File: src/hdl/spq_pkg.sv
// -----------------------------------------------------------------------------
// spq_pkg: shared types and helpers for the sorted priority queue
// Holds the store geometry, operation and status codes, the control
// record passed from the sequencer to the datapath, and index helpers.
// -----------------------------------------------------------------------------
`default_nettype none

package spq_pkg;

	localparam int DEPTH  = 16;
	localparam int DATA_W = 32;
	localparam int IDX_W  = $clog2(DEPTH);
	localparam int CNT_W  = $clog2(DEPTH + 1);

	typedef logic [IDX_W-1:0]         idx_t;
	typedef logic [CNT_W-1:0]         cnt_t;
	typedef logic signed [DATA_W-1:0] data_t;

	typedef enum logic [1:0] {
		MODE_ENQ = 2'd0,
		MODE_DEQ = 2'd1,
		MODE_CLR = 2'd2,
		MODE_LST = 2'd3
	} mode_t;

	typedef enum logic [1:0] {
		ST_OK    = 2'd0,
		ST_FULL  = 2'd1,
		ST_EMPTY = 2'd2
	} status_t;

	// Source of the data written into the store
	typedef enum logic [1:0] {
		WSEL_IN   = 2'd0,
		WSEL_HELD = 2'd1,
		WSEL_RAM  = 2'd2
	} wsel_t;

	// Source of the value shown with a result
	typedef enum logic [1:0] {
		VSEL_ZERO = 2'd0,
		VSEL_IN   = 2'd1,
		VSEL_HELD = 2'd2,
		VSEL_RAM  = 2'd3
	} vsel_t;

	// Sequencer to datapath control for one cycle
	typedef struct packed {
		logic    we;
		idx_t    waddr;
		wsel_t   wsel;
		logic    re;
		idx_t    raddr;
		logic    emit;
		status_t status;
		vsel_t   vsel;
		logic    last;
	} ctl_t;

	// Step a circular index up by one
	function automatic idx_t idx_inc(input idx_t p);
		return (p == idx_t'(DEPTH - 1)) ? '0 : idx_t'(p + idx_t'(1));
	endfunction

	// Step a circular index down by one
	function automatic idx_t idx_dec(input idx_t p);
		return (p == '0) ? idx_t'(DEPTH - 1) : idx_t'(p - idx_t'(1));
	endfunction

	// Advance a circular index by n places, n no larger than DEPTH
	function automatic idx_t idx_add(input idx_t p, input cnt_t n);
		logic [CNT_W:0] s;
		s = (CNT_W + 1)'(p) + (CNT_W + 1)'(n);
		if (s >= (CNT_W + 1)'(DEPTH)) begin
			s = s - (CNT_W + 1)'(DEPTH);
		end
		return idx_t'(s);
	endfunction

endpackage

`default_nettype wire

File: src/hdl/spq_ram.sv
// -----------------------------------------------------------------------------
// spq_ram: generic single-port-write, single-port-read RAM
// One write and one registered read per cycle; contents are not reset.
// -----------------------------------------------------------------------------
`default_nettype none

module spq_ram #(
	parameter int WIDTH = 32,
	parameter int DEPTH = 16
) (
	input  wire logic                     clk,
	input  wire logic                     we,
	input  wire logic [$clog2(DEPTH)-1:0] waddr,
	input  wire logic [WIDTH-1:0]         wdata,
	input  wire logic                     re,
	input  wire logic [$clog2(DEPTH)-1:0] raddr,
	output logic      [WIDTH-1:0]         rdata
);

	logic [WIDTH-1:0] mem_q [DEPTH];
	logic [WIDTH-1:0] rdata_q;

	// Write port
	always_ff @(posedge clk) begin
		if (we) begin
			mem_q[waddr] <= wdata;
		end
	end

	// Registered read port
	always_ff @(posedge clk) begin
		if (re) begin
			rdata_q <= mem_q[raddr];
		end
	end

	assign rdata = rdata_q;

endmodule

`default_nettype wire

File: src/hdl/spq_seq.sv
// -----------------------------------------------------------------------------
// spq_seq: sequencer for the sorted priority queue
// Keeps the circular head pointer and fill count, walks the store one
// entry per cycle for insertion and listing, and drives the datapath.
// -----------------------------------------------------------------------------
`default_nettype none

module spq_seq (
	input  wire logic          clk,
	input  wire logic          arst_n,
	input  wire logic          start,
	input  wire logic [1:0]    mode,
	input  wire logic          gt,
	output logic               busy,
	output spq_pkg::ctl_t      ctl
);

	import spq_pkg::*;

	typedef enum logic [4:0] {
		S_IDLE    = 5'b00001,
		S_ENQ     = 5'b00010,
		S_ENQ_FIN = 5'b00100,
		S_DEQ     = 5'b01000,
		S_LST     = 5'b10000
	} state_t;

	state_t state_q, state_d;
	idx_t   hd_q, hd_d;
	cnt_t   cnt_q, cnt_d;
	idx_t   pos_q, pos_d;
	cnt_t   k_q, k_d;
	idx_t   tail;

	// Position of the last (largest) entry
	assign tail = idx_add(hd_q, cnt_t'(cnt_q - cnt_t'(1)));

	// Next state and per-cycle control
	always_comb begin
		state_d = state_q;
		hd_d    = hd_q;
		cnt_d   = cnt_q;
		pos_d   = pos_q;
		k_d     = k_q;
		ctl     = '0;
		case (state_q)
			S_IDLE: begin
				if (start) begin
					case (mode_t'(mode))
						MODE_ENQ: begin
							if (cnt_q == cnt_t'(DEPTH)) begin
								ctl.emit   = 1'b1;
								ctl.status = ST_FULL;
								ctl.vsel   = VSEL_IN;
								ctl.last   = 1'b1;
							end else if (cnt_q == '0) begin
								ctl.we     = 1'b1;
								ctl.waddr  = hd_q;
								ctl.wsel   = WSEL_IN;
								cnt_d      = cnt_t'(1);
								ctl.emit   = 1'b1;
								ctl.status = ST_OK;
								ctl.vsel   = VSEL_IN;
								ctl.last   = 1'b1;
							end else begin
								ctl.re    = 1'b1;
								ctl.raddr = tail;
								pos_d     = tail;
								k_d       = cnt_q;
								state_d   = S_ENQ;
							end
						end
						MODE_DEQ: begin
							if (cnt_q == '0) begin
								ctl.emit   = 1'b1;
								ctl.status = ST_EMPTY;
								ctl.vsel   = VSEL_ZERO;
								ctl.last   = 1'b1;
							end else begin
								ctl.re    = 1'b1;
								ctl.raddr = hd_q;
								state_d   = S_DEQ;
							end
						end
						MODE_CLR: begin
							cnt_d      = '0;
							ctl.emit   = 1'b1;
							ctl.status = ST_OK;
							ctl.vsel   = VSEL_ZERO;
							ctl.last   = 1'b1;
						end
						default: begin
							if (cnt_q == '0) begin
								ctl.emit   = 1'b1;
								ctl.status = ST_EMPTY;
								ctl.vsel   = VSEL_ZERO;
								ctl.last   = 1'b1;
							end else begin
								ctl.re    = 1'b1;
								ctl.raddr = hd_q;
								pos_d     = hd_q;
								k_d       = cnt_q;
								state_d   = S_LST;
							end
						end
					endcase
				end
			end
			S_ENQ: begin
				ctl.we    = 1'b1;
				ctl.waddr = idx_inc(pos_q);
				if (gt) begin
					// Move the larger entry up one place and look further down
					ctl.wsel = WSEL_RAM;
					pos_d    = idx_dec(pos_q);
					if (k_q == cnt_t'(1)) begin
						state_d = S_ENQ_FIN;
					end else begin
						ctl.re    = 1'b1;
						ctl.raddr = idx_dec(pos_q);
						k_d       = cnt_t'(k_q - cnt_t'(1));
					end
				end else begin
					// Drop the new value in above the first entry not greater
					ctl.wsel   = WSEL_HELD;
					cnt_d      = cnt_t'(cnt_q + cnt_t'(1));
					ctl.emit   = 1'b1;
					ctl.status = ST_OK;
					ctl.vsel   = VSEL_HELD;
					ctl.last   = 1'b1;
					state_d    = S_IDLE;
				end
			end
			S_ENQ_FIN: begin
				// New value is the smallest: place it at the head
				ctl.we     = 1'b1;
				ctl.waddr  = idx_inc(pos_q);
				ctl.wsel   = WSEL_HELD;
				cnt_d      = cnt_t'(cnt_q + cnt_t'(1));
				ctl.emit   = 1'b1;
				ctl.status = ST_OK;
				ctl.vsel   = VSEL_HELD;
				ctl.last   = 1'b1;
				state_d    = S_IDLE;
			end
			S_DEQ: begin
				ctl.emit   = 1'b1;
				ctl.status = ST_OK;
				ctl.vsel   = VSEL_RAM;
				ctl.last   = 1'b1;
				hd_d       = idx_inc(hd_q);
				cnt_d      = cnt_t'(cnt_q - cnt_t'(1));
				state_d    = S_IDLE;
			end
			S_LST: begin
				ctl.emit   = 1'b1;
				ctl.status = ST_OK;
				ctl.vsel   = VSEL_RAM;
				ctl.last   = (k_q == cnt_t'(1));
				if (k_q == cnt_t'(1)) begin
					state_d = S_IDLE;
				end else begin
					ctl.re    = 1'b1;
					ctl.raddr = idx_inc(pos_q);
					pos_d     = idx_inc(pos_q);
					k_d       = cnt_t'(k_q - cnt_t'(1));
				end
			end
			default: begin
				state_d = S_IDLE;
			end
		endcase
	end

	// Control registers
	always_ff @(posedge clk or negedge arst_n) begin
		if (!arst_n) begin
			state_q <= S_IDLE;
			hd_q    <= '0;
			cnt_q   <= '0;
		end else begin
			state_q <= state_d;
			hd_q    <= hd_d;
			cnt_q   <= cnt_d;
		end
	end

	// Walk pointer and remaining count
	always_ff @(posedge clk) begin
		pos_q <= pos_d;
		k_q   <= k_d;
	end

	assign busy = (state_q != S_IDLE);

endmodule

`default_nettype wire

File: src/hdl/sorted_priority_queue.sv
// -----------------------------------------------------------------------------
// sorted_priority_queue: min-priority queue over a sorted circular store
// Enqueue, dequeue, clear and list commands on signed 32-bit values; the
// store is walked one entry per cycle through a single compare unit.
// -----------------------------------------------------------------------------
// Results: the registered strobe rises in the cycle after the last busy cycle
//   (or after the transfer when the command completes at once). Results cannot
//   be stalled. Enqueue completes at once when empty or full, else its length
//   is set by the insertion walk through the single RAM read port. Dequeue
//   reads the head, then gives it; list gives one result per cycle. Both end
//   at once when empty, as does clear. Reset empties the queue, not the store.
`default_nettype none

module sorted_priority_queue (
	input  wire logic                  clk,
	input  wire logic                  arst_n,
	input  wire logic                  start,
	input  wire logic [1:0]            mode,
	input  wire logic signed [31:0]    value,
	output logic                       busy,
	output logic                       strobe,
	output logic [1:0]                 status,
	output logic signed [31:0]         value_res,
	output logic                       last
);

	import spq_pkg::*;

	ctl_t  ctl;
	data_t val_q;
	data_t rdata;
	data_t wdata;
	data_t res_val;
	logic  gt;
	logic  strobe_q;
	logic  [1:0] status_q;
	data_t value_q;
	logic  last_q;

	spq_seq u_seq (
		.clk    (clk),
		.arst_n (arst_n),
		.start  (start),
		.mode   (mode),
		.gt     (gt),
		.busy   (busy),
		.ctl    (ctl)
	);

	spq_ram #(
		.WIDTH (DATA_W),
		.DEPTH (DEPTH)
	) u_ram (
		.clk   (clk),
		.we    (ctl.we),
		.waddr (ctl.waddr),
		.wdata (wdata),
		.re    (ctl.re),
		.raddr (ctl.raddr),
		.rdata (rdata)
	);

	// Hold the command value for the insertion walk
	always_ff @(posedge clk) begin
		if (start && !busy) begin
			val_q <= value;
		end
	end

	// Shared compare unit: stored entry greater than the new value
	assign gt = (rdata > val_q);

	// Select write data
	always_comb begin
		case (ctl.wsel)
			WSEL_IN:   wdata = value;
			WSEL_HELD: wdata = val_q;
			WSEL_RAM:  wdata = rdata;
			default:   wdata = rdata;
		endcase
	end

	// Select result value
	always_comb begin
		case (ctl.vsel)
			VSEL_ZERO: res_val = '0;
			VSEL_IN:   res_val = value;
			VSEL_HELD: res_val = val_q;
			VSEL_RAM:  res_val = rdata;
			default:   res_val = '0;
		endcase
	end

	// Result strobe
	always_ff @(posedge clk or negedge arst_n) begin
		if (!arst_n) begin
			strobe_q <= 1'b0;
		end else begin
			strobe_q <= ctl.emit;
		end
	end

	// Result payload
	always_ff @(posedge clk) begin
		if (ctl.emit) begin
			status_q <= ctl.status;
			value_q  <= res_val;
			last_q   <= ctl.last;
		end
	end

	assign strobe    = strobe_q;
	assign status    = status_q;
	assign value_res = value_q;
	assign last      = last_q;

endmodule

`default_nettype wire

File: config.mk
export PLATFORM = sky130hd
export DESIGN_NAME = sorted_priority_queue
export DESIGN_NICKNAME = d
export VERILOG_FILES = /design/src/hdl/spq_pkg.sv /design/src/hdl/spq_ram.sv /design/src/hdl/spq_seq.sv /design/src/hdl/sorted_priority_queue.sv
export SDC_FILE = /design/constraint.sdc
export NUM_CORES = 1
export LEC_CHECK = 0
export BUFFER_PORTS_ARGS = -buffer_cell sky130_fd_sc_hd__buf_4
export CAP_MARGIN = 20
export CORE_MARGIN = 3
export CORE_UTILIZATION = 35
export CTS_BUF_LIST = sky130_fd_sc_hd__clkbuf_4
export DETAILED_ROUTE_END_ITERATION = 6
export GPL_ROUTABILITY_DRIVEN = 0
export PLACE_DENSITY = 0.49
export SETUP_SLACK_MARGIN = 0.4
export SYNTH_ARGS = -nofsm -noshare
export SYNTH_HDL_FRONTEND = slang
export SYNTH_SLANG_ARGS = --single-unit
export TNS_END_PERCENT = 20
File: constraint.sdc
create_clock -name clk -period 5.42 [get_ports clk]
set_clock_uncertainty 0.1 [all_clocks]
set_input_delay 0.271 -clock clk [delete_from_list [all_inputs] [get_ports clk]]
set_output_delay 0.271 -clock clk [all_outputs]
set_load 0.01 [all_outputs]
==> impl_metrics.toml, run 1 <==
[critical_path]
endpoint = "u_ram.rdata[28]$_DFFE_PP_"
r2r_end = "u_ram.rdata[28]$_DFFE_PP_"
reg2reg_from = "u_ram.rdata[31]$_DFFE_PP_"
r2r_cells = 12
crit_path_max_fanout = 17
start_kind = "register"
crit_required_ps = 6060
path_class = "register to register"
r2r_slack_ps = 760
crit_arrival_ps = 5300
crit_start = "u_ram.rdata[31]$_DFFE_PP_"
cp-end-kind = "register"

[pwr]
clkPwrFrac_pct = 28.7
vdd_drop_max_mv = 0.189
combPwrFrac_pct = 28.4
internal_power_w = 0.00967
switchingPower_w = 0.00504
powerDensity_mw_per_mm2 = 464
p_leak_nw = 11.2
seqPwrFrac_pct = 42.9
p_sw_share_pct = 34.3

[drt]
drc = 0
wirelength_mm = 81.9
drt_iter0_drc = 1544
wl_per_cell_um = 24.6
final_antenna_net_count = 0
dr.pass1.iters = 5
num_vias = 18000
via_per_inst = 5.42

[global_route]
grt_usage_pct = 20.7
grt_max_degree = 66
grt_pass1_vias = 17700
grt_pass1_wl_mm = 119
overflow = 0
antenna_found_initial = 2

[status]
status = "completed"

[yosys]
yosys.area_share.simple_pct = 9.40
synthMuxAreaShare_pct = 4.54
synth_flop_cell = "edfxtp_1"
async_flop_share_pct = 2.36
ys_ff_latch = 635
synth_top_area_share_pct = 69.8
syn_area_mm2 = 0.0267
ys_seq_area_share_pct = 71.2
avgSynthCellArea_um2 = 13.6
synth_warnings = 0
synth_cell_types = 65
synth_top_family_by_area = "compound AO/OA/AOI/OAI gates"
syn-num-nets = 2043
synth_top_cell_by_area = "edfxtp_1"
syn_inst = 1959
synth_fa_ha_area_share_pct = 2.23
synth_compound_area_share_pct = 9.74
netlist_top_cells_area = "edfxtp_1 (70%), nand2_1 (5.6%), mux2i_1 (4.5%)"
synth-xor-area-share_pct = 0.361
synth-edff-count = 620

[sta]
finalHoldViolations = 0
slew_headroom_pct = 23.5
fin_setup_tns_ps = 0
fmax_mhz = 214
slew_violations = 0
worstMarginPinSlew_ps = 1140
layout_setup_ws_ps = 755
hold_ws_ps = 115
rsz0062_at_grt = "no"
setup_violations = 0
timing.final.crit_share_pct = 86.1
final.min_clock_period_ps = 4660

[min_path]
hp-start = "value[4]"
hold_path.class = "input pin to register"

[placed_design]
dp_hpwl_mm = 46.1
port-buffer-count = 73
dp_slack_ps = 692
dpl.cell_count = 2963

[finish]
nets = 2319
multi_input_area_mm2 = 0.00721
instances_no_fill = 3330
area_growth_pct = 19.0
seqCellArea_mm2 = 0.0190
fillers = 6964
drive_gt1_share_pct = 19.2
utilization_pct = 42.3

[floorplan]
start_util_pct = 35.6
die_area_mm2 = 0.0795
chipHeight_um = 282
coreArea_mm2 = 0.0749
io_pins = 74
dieWidth_um = 282
num_rows = 100

[run]
cap_violations = 0

[cts]
cts-root-buf = "clkbuf_4"
numClockSinks = 635
cts_tree = "yes"
post_cts_buffers = 0
h-tree-depth = 4
clock_latency_ps = 1010
clk_pin_slew_ps = 60
clockBufferDepth = 3
cts_buffers = 166
[cells in the mapped netlist (all sizes together), types with 5 or more instances]
master / count
inv: 51
nand3: 53
o21ai: 40
clkbuf: 56
a22oi: 107
dfrtp: 14
and2: 5
edfxtp: 620
and3: 7
o211ai: 5
a31oi: 24
a21oi: 120
mux2i: 121
a32oi: 23
xnor2: 6
ha: 46
xor2: 5
nand4: 20
buf: 50
o41ai: 5
nand2: 400
o22ai: 35
nor3: 13
nor2: 74
[how the worst min path moves through the flow]
stage                                   endpoint  slack, ps  cells after the start
floorplan                       strobe$_DFF_PN0_       -120                      0
global placement      u_seq.cnt_q[1]$_DFFE_PN0P_         50                      1
detailed placement    u_seq.cnt_q[3]$_DFFE_PN0P_         50                      1
CTS                 u_seq.state_q[0]$_DFFE_PN1P_         10                      5
global route              value_res[4]$_DFFE_PP_         60                      4
finish                    value_res[4]$_DFFE_PP_        120                      4
[cells by family after synthesis]
group                      count (synthesis)
DFF                                      635
and+or+nand+nor                          593
AOI/OAI and AO/OA                        395
buffers and inverters                    157
muxes                                    121
adders and majority gates                 47
xor gates and xnor gates                  11
[registers in the layout, indices dropped and copies added (netlist names)]
name / count
u_ram.rdata: 32
strobe: 1
u_seq.cnt_q: 5
u_ram.mem_q: 512
val_q: 32
u_seq.pos_q: 4
value_res: 32
last: 1
u_seq.hd_q: 4
status: 2
u_seq.k_q: 5
u_seq.state_q: 5
[worst max-delay path: stages (launching register included)]
cell	delay, ps
edfxtp_1	430
ha_1	440
nand4_2	290
nor4_4	570
nand2_1	170
nor3_2	240
nor3_2	190
o41a_2	760
nor2_1	460
buf_4	310
a31oi_1	150
nand4_1	200
nand2_1	90
[metrics by stage]
step,cell area (um2),total power [W]
2_1_floorplan,26700,0.00885
3_3_place_gp,28800,0.0105
3_5_place_dp,28800,0.0105
4_1_cts,31700,0.0148
5_1_grt,31700,0.0155
6_report,31700,0.0147
[cell type report]
| type | instances | area share, % |
|---|---|---|
| well taps | 969 | 3.82 |
| repair buffers | 214 | 6.18 |
| flip-flops and latches | 635 | 59.9 |
| clock buffers | 249 | 5.89 |
| diodes | 7 | 0.0552 |
| inverters | 51 | 0.603 |
| multi-input cells | 1167 | 22.7 |
| clock inverters | 38 | 0.840 |
[routing by layer]
metal	wire length [um]	part of all wire, %	vias up	global-route usage, %
li1	-	-	8083	-
met1	37200	45	9055	29.5
met2	36300	44	768	31.0
met3	6560	8.0	139	5.46
met4	1820	2.2	0	6.81
met5	0	0	-	0
[cells in the final DEF (no fill, tap or decap), types with 6 or more instances in the layout]
cell,count
o21ai_0,28
nor3_1,7
a22oi_1,107
nor2_1,57
dlygate4sd3_1,72
buf_4,128
a31oi_1,24
nand3_1,52
mux2i_1,121
xnor2_1,6
edfxtp_1,620
a21oi_1,119
buf_12,14
nand4_1,19
dfrtp_1,14
and3_1,7
nand2_1,400
o21ai_1,10
ha_1,46
clkinv_1,20
nor2_4,16
diode_2,7
clkbuf_4,249
inv_1,50
o22ai_1,35
a32oi_1,23
[power by group through the flow]
stage / registers [W] / logic [W] / clock network [W]
floorplan: 0.00635 / 0.00249 / 0
global placement: 0.00640 / 0.00410 / 0
detailed placement: 0.00641 / 0.00412 / 0
CTS: 0.00631 / 0.00419 / 0.00434
global route: 0.00636 / 0.00454 / 0.00461
finish: 0.00631 / 0.00418 / 0.00423
[timing repair]
action	in CTS	in global routing
hold buffers	72	0
endpoints found under the hold margin	592	0
endpoints found under the setup margin	0	92
resized for setup	0	1
Power figures use the tool's default switching activity.
==> run 2, diff against run 1 <==
Settings changed: CTS_CLUSTER_DIAMETER set to 50, PLACE_DENSITY 0.49 to 0.55.
==> run 2 against run 1 <==
  * Via count grew 0.45%
  * Worst setup slack lost 29 ps
  * Highest routed layer unchanged
  * Sequential cell count is the same
  * Design area shrank 0.93%
  * Die area is the same
  * Core utilization shrank 0.39 points
  * Fmax shrank 0.62%
==> impl_metrics.toml, run 2 (synthesis results as in run 1) <==
[cts]
clk_pin_slew_ps = 70
numClockSinks = 635
clock_latency_ps = 1000
cts-root-buf = "clkbuf_4"
cts_resized = 0
cts_tree = "yes"
h-tree-depth = 4
clockBufferDepth = 3
cts_buffers = 164
cts_hold_buf = 71
post_cts_buffers = 0

[run]
cap_violations = 0

[sta]
setup_violations = 0
slew_headroom_pct = 34.4
fin_setup_tns_ps = 0
worstMarginPinSlew_ps = 972
layout_setup_ws_ps = 726
rsz0062_at_grt = "no"
hold_ws_ps = 140
timing.final.crit_share_pct = 86.6
slew_violations = 0
fmax_mhz = 213
finalHoldViolations = 0
final.min_clock_period_ps = 4690

[drt]
drt_iter0_drc = 2133
final_antenna_net_count = 0
via_per_inst = 5.49
dr.pass1.iters = 5
num_vias = 18100
drc = 0
wl_per_cell_um = 23.9
wirelength_mm = 78.9

[floorplan]
chipHeight_um = 282
num_rows = 100
die_area_mm2 = 0.0795
io_pins = 74
start_util_pct = 35.6
dieWidth_um = 282
coreArea_mm2 = 0.0749

[global_route]
grt_max_degree = 122
grt_pass1_wl_mm = 115
overflow = 0
antenna_found_initial = 2
grt_usage_pct = 19.8
grt_pass1_vias = 17900

[finish]
area_growth_pct = 17.8
utilization_pct = 41.9
layout_commonest_cell = "edfxtp_1"
drive_gt1_share_pct = 18.3
nets = 2313
instances_no_fill = 3300
mostFrequentLayoutCells = "edfxtp_1 (620), nand2_1 (400), clkbuf_4 (236)"
fillers = 6931
largest-register = "u_ram.mem_q"
largest_reg_flops = 512

[critical_path]
cpMaxStageDelayCell = "o21ai_4"
cp-end-kind = "register"
crit_required_ps = 6050
path_cells = "ha_1 > a21oi_1 > o21ai_0 > a221oi_1 > nand3_1 > o31a_1 > o21ai_4 > buf_12 > buf_4 > mux2i_1 > mux2i_1 > o22ai_1 > nor2_1"
path_class = "register to register"
slowest_delay_ps = 490
start_kind = "register"
r2r_cells = 13
worst_path_most_repeated_cell = "mux2i_1"
crit_arrival_ps = 5320
crit_path_max_fanout = 68

[placed_design]
dp_hpwl_mm = 45.3
dpl.cell_count = 2961
dp_slack_ps = 816
port-buffer-count = 73

[pwr]
p_leak_nw = 11.1
powerDensity_mw_per_mm2 = 460
vdd_drop_max_mv = 0.303

[min_path]
hold_path.class = "input pin to register"
hold_depth = 4

[status]
status = "completed"
[run 2: cell types whose count changed in the layout (fill, tap and decap cells not counted), moves of 2 or more]
cell        previous run  this run
clkinvlp_4             5         1
diode_2                7         3
buf_12                14         5
buf_4                128       134
clkbuf_4             249       236
clkinv_1              20        17
clkinv_4               2         0
[run 2: critical path, delay by kind of cell, from the launching register on]
| kind | cells | cell delay [ps] |
|---|---|---|
| buffers and inverters | 2 | 880 |
| AND/OR/NAND/NOR | 2 | 170 |
| multiplexers | 2 | 350 |
| AO/OA/AOI/OAI | 6 | 2130 |
| flip-flops | 1 | 440 |
| adder cells (fa/ha/maj) | 1 | 310 |
[run 2: final cells by class]
| cell class | instances | area [um2] | area share [%] |
|---|---|---|---|
| multi-input combinational | 1167 | 7210 | 22.9 |
| sequential | 635 | 19000 | 60.4 |
| inverter | 51 | 191 | 0.609 |
| clock buffer | 236 | 1770 | 5.64 |
| clock inverter | 29 | 228 | 0.725 |
| timing repair buffer | 210 | 1820 | 5.78 |
| antenna | 3 | 7.51 | 0.0239 |
| tap | 969 | 1210 | 3.86 |
[run 2: final timing paths]
kind | slack, ps | startpoint | end
max reg2reg | 730 | u_ram.rdata[19]$_DFFE_PP_ | u_ram.rdata[21]$_DFFE_PP_
min reg2reg | 480 | val_q[7]$_DFFE_PP_ | value_res[7]$_DFFE_PP_
max in group asynchronous | 4390 | arst_n | u_seq.state_q[1]$_DFFE_PN0P_
min | 140 | value[6] | value_res[6]$_DFFE_PP_
max | 730 | u_ram.rdata[19]$_DFFE_PP_ | u_ram.rdata[21]$_DFFE_PP_
min in group asynchronous | 330 | arst_n | u_seq.cnt_q[4]$_DFFE_PN0P_
[run 2: metal layers]
| layer | global-route usage [%] | vias to the layer above | part of all wire [%] | wire (um) |
|---|---|---|---|---|
| li1 | - | 8052 | - | - |
| met1 | 27.5 | 9052 | 44 | 34500 |
| met2 | 30.2 | 889 | 45 | 35900 |
| met3 | 4.80 | 133 | 8.8 | 6920 |
| met4 | 7.66 | 0 | 2.1 | 1670 |
| met5 | 0 | - | 0 | 0 |
[run 2: power by group]
| group | switching (W) | internal (W) | leakage [nW] |
|---|---|---|---|
| clock network | 0.00192 | 0.00216 | 1.20 |
| logic | 0.00271 | 0.00134 | 4.09 |
| registers | 0.000294 | 0.00604 | 5.82 |
| total | 0.00492 | 0.00955 | 11.1 |
[run 2: through the flow]
step	power, W	cell area (um2)
floorplan	0.00885	26700
global placement	0.0104	28700
detailed placement	0.0104	28700
CTS	0.0145	31400
global route	0.0152	31400
finish	0.0145	31400
==> run 3, diff against run 2 <==
--- a/config.mk
+++ b/config.mk
@@ -6,5 +6,5 @@
 export NUM_CORES = 1
 export LEC_CHECK = 0
-export BUFFER_PORTS_ARGS = -buffer_cell sky130_fd_sc_hd__buf_4
+export BUFFER_PORTS_ARGS = -buffer_cell sky130_fd_sc_hd__buf_2
 export CAP_MARGIN = 20
 export CORE_MARGIN = 3
--- a/constraint.sdc
+++ b/constraint.sdc
@@ -3,3 +3,3 @@
 set_input_delay 0.271 -clock clk [delete_from_list [all_inputs] [get_ports clk]]
 set_output_delay 0.271 -clock clk [all_outputs]
-set_load 0.01 [all_outputs]
+set_load 0.005 [all_outputs]
==> run 3 against run 2 <==
  * Design area about the same
  * First-iteration DRC count shrank 11%
  * Combinational power fell by 2%
  * Critical path depth unchanged
  * Sequential share of layout area about the same
  * Global-route usage decreased by 0.18 points
  * Sequential cell count did not move
  * Register-to-register slack got worse by 140 ps
  * Core utilization hardly changed
  * Clock-buffer cell count grew 13
  * Highest routed layer unchanged
==> impl_metrics.toml, run 3 (synthesis results as in run 1) <==
[status]
status = "completed"

[cts]
post_cts_buffers = 0
clock_latency_ps = 1010
numClockSinks = 635
cts_buffers = 166
cts_tree = "yes"
h-tree-depth = 4
clk_pin_slew_ps = 70
cts-root-buf = "clkbuf_4"
clockBufferDepth = 3

[floorplan]
chipHeight_um = 282
dieWidth_um = 282
start_util_pct = 35.6
io_pins = 74
coreArea_mm2 = 0.0749
die_area_mm2 = 0.0795
num_rows = 100

[min_path]
hold_path.class = "input pin to register"
hold_depth = 4

[drt]
wirelength_mm = 77.9
final_antenna_net_count = 0
via_per_inst = 5.44
wl_per_cell_um = 23.5
drc = 0
drt_iter0_drc = 1905
dr.pass1.iters = 5
num_vias = 18100

[sta]
timing.final.crit_share_pct = 89.1
fmax_mhz = 207
slew_violations = 0
finalHoldViolations = 0
setup_violations = 0
rsz0062_at_grt = "yes"
fin_setup_tns_ps = 0
worstMarginPinSlew_ps = 1040
final.min_clock_period_ps = 4830
slew_headroom_pct = 30.5

[finish]
fillers = 6967
layout_commonest_cell = "edfxtp_1"
design_area_mm2 = 0.0314
nets = 2314
area_growth_pct = 17.8
largest_reg_flops = 512
mostFrequentLayoutCells = "edfxtp_1 (620), nand2_1 (400), clkbuf_4 (249)"
largest-register = "u_ram.mem_q"
multi_input_area_mm2 = 0.00721
drive_gt1_share_pct = 19.1
seqCellArea_mm2 = 0.0190

[placed_design]
port-buffer-count = 73
dp_hpwl_mm = 45.0
placed_area_mm2 = 0.0285

[run]
cap_violations = 0

[pwr]
p_sw_share_pct = 33.6
p_leak_nw = 11.1
vdd_drop_max_mv = 0.213
switchingPower_w = 0.00490
combPwrFrac_pct = 27.3
clkPwrFrac_pct = 29.2
seqPwrFrac_pct = 43.4
powerDensity_mw_per_mm2 = 464
internal_power_w = 0.00968

[global_route]
grt_pass1_vias = 17800
grt_pass1_wl_mm = 114
antenna_found_initial = 3
grt_usage_pct = 19.7
overflow = 0
grt_max_degree = 50

[critical_path]
crit_arrival_ps = 5480
r2r_cells = 13
start_kind = "register"
cp-end-kind = "register"
crit_path_max_fanout = 40
crit_required_ps = 6070
path_class = "register to register"
-- run 3: cell count changes in the layout (fill, tap and decap cells not counted), sizes merged --
cell	change
clkinv	+6
bufinv	+1
inv	+3
clkinvlp	-1
clkbuf	+13
buf	-1
-- run 3: worst max-delay path: stages, from the launching register on --
cell      delay (ps)
edfxtp_1         490
ha_1             340
a21oi_1          220
o21ai_0          120
buf_4            140
a22oi_1          510
nand3_1          180
o31a_1           480
o21ai_4          610
buf_4            680
mux2i_1          270
mux2i_1          120
o22ai_1          250
nor2_1            90
-- run 3: stage by stage --
stage	power, W	hold WS [ps]	setup WS [ps]	instances	utilization (%)
final	0.0146	116	589	3321	41.9
after global routing	0.0153	70.5	370	3319	41.9
after CTS	0.0147	3.95	687	3318	41.9
after detailed placement	0.0103	117	697	2960	38.1
after global placement	0.0102	110	553	2958	38.0
after floorplan	0.00881	-125	1020	1959	-
-- run 3: layout make-up --
class                   count  share of cell area, %
diodes                      3                 0.0239
clock buffers             249                   5.95
clock inverters            38                  0.912
inverters                  51                  0.609
multi-input cells        1167                   23.0
flip-flops and latches    635                   60.5
well taps                 969                   3.86
repair buffers            209                   5.21
-- run 3: final timing paths --
check	from	to	slack, ps
max	u_ram.rdata[21]$_DFFE_PP_	u_ram.rdata[10]$_DFFE_PP_	590
min	value[25]	value_res[25]$_DFFE_PP_	120
max reg2reg	u_ram.rdata[21]$_DFFE_PP_	u_ram.rdata[10]$_DFFE_PP_	590
min reg2reg	val_q[5]$_DFFE_PP_	value_res[5]$_DFFE_PP_	480
max in group asynchronous	arst_n	u_seq.cnt_q[3]$_DFFE_PN0P_	4430
min in group asynchronous	arst_n	u_seq.cnt_q[2]$_DFFE_PN0P_	290
-- run 3: power groups by stage --
| stage | Clock, W | Combinational, W | Sequential, W |
|---|---|---|---|
| after floorplan | 0 | 0.00249 | 0.00632 |
| after global placement | 0 | 0.00382 | 0.00640 |
| after detailed placement | 0 | 0.00391 | 0.00641 |
| after CTS | 0.00437 | 0.00397 | 0.00632 |
| after global routing | 0.00462 | 0.00434 | 0.00636 |
| final | 0.00426 | 0.00398 | 0.00633 |
-- run 3: timing repair --
item / CTS / global route
gates resized for setup: 0 / 1
hold endpoints to repair: 558 / 0
hold buffers: 71 / 0
setup endpoints to repair: 0 / 27
-- run 3: metal layers --
| layer | vias up | wire (um) | global-route usage [%] |
|---|---|---|---|
| li1 | 8073 | - | - |
| met1 | 9023 | 33900 | 27.3 |
| met2 | 830 | 35400 | 30.0 |
| met3 | 126 | 6920 | 4.87 |
| met4 | 0 | 1650 | 7.26 |
| met5 | - | 0 | 0.119 |
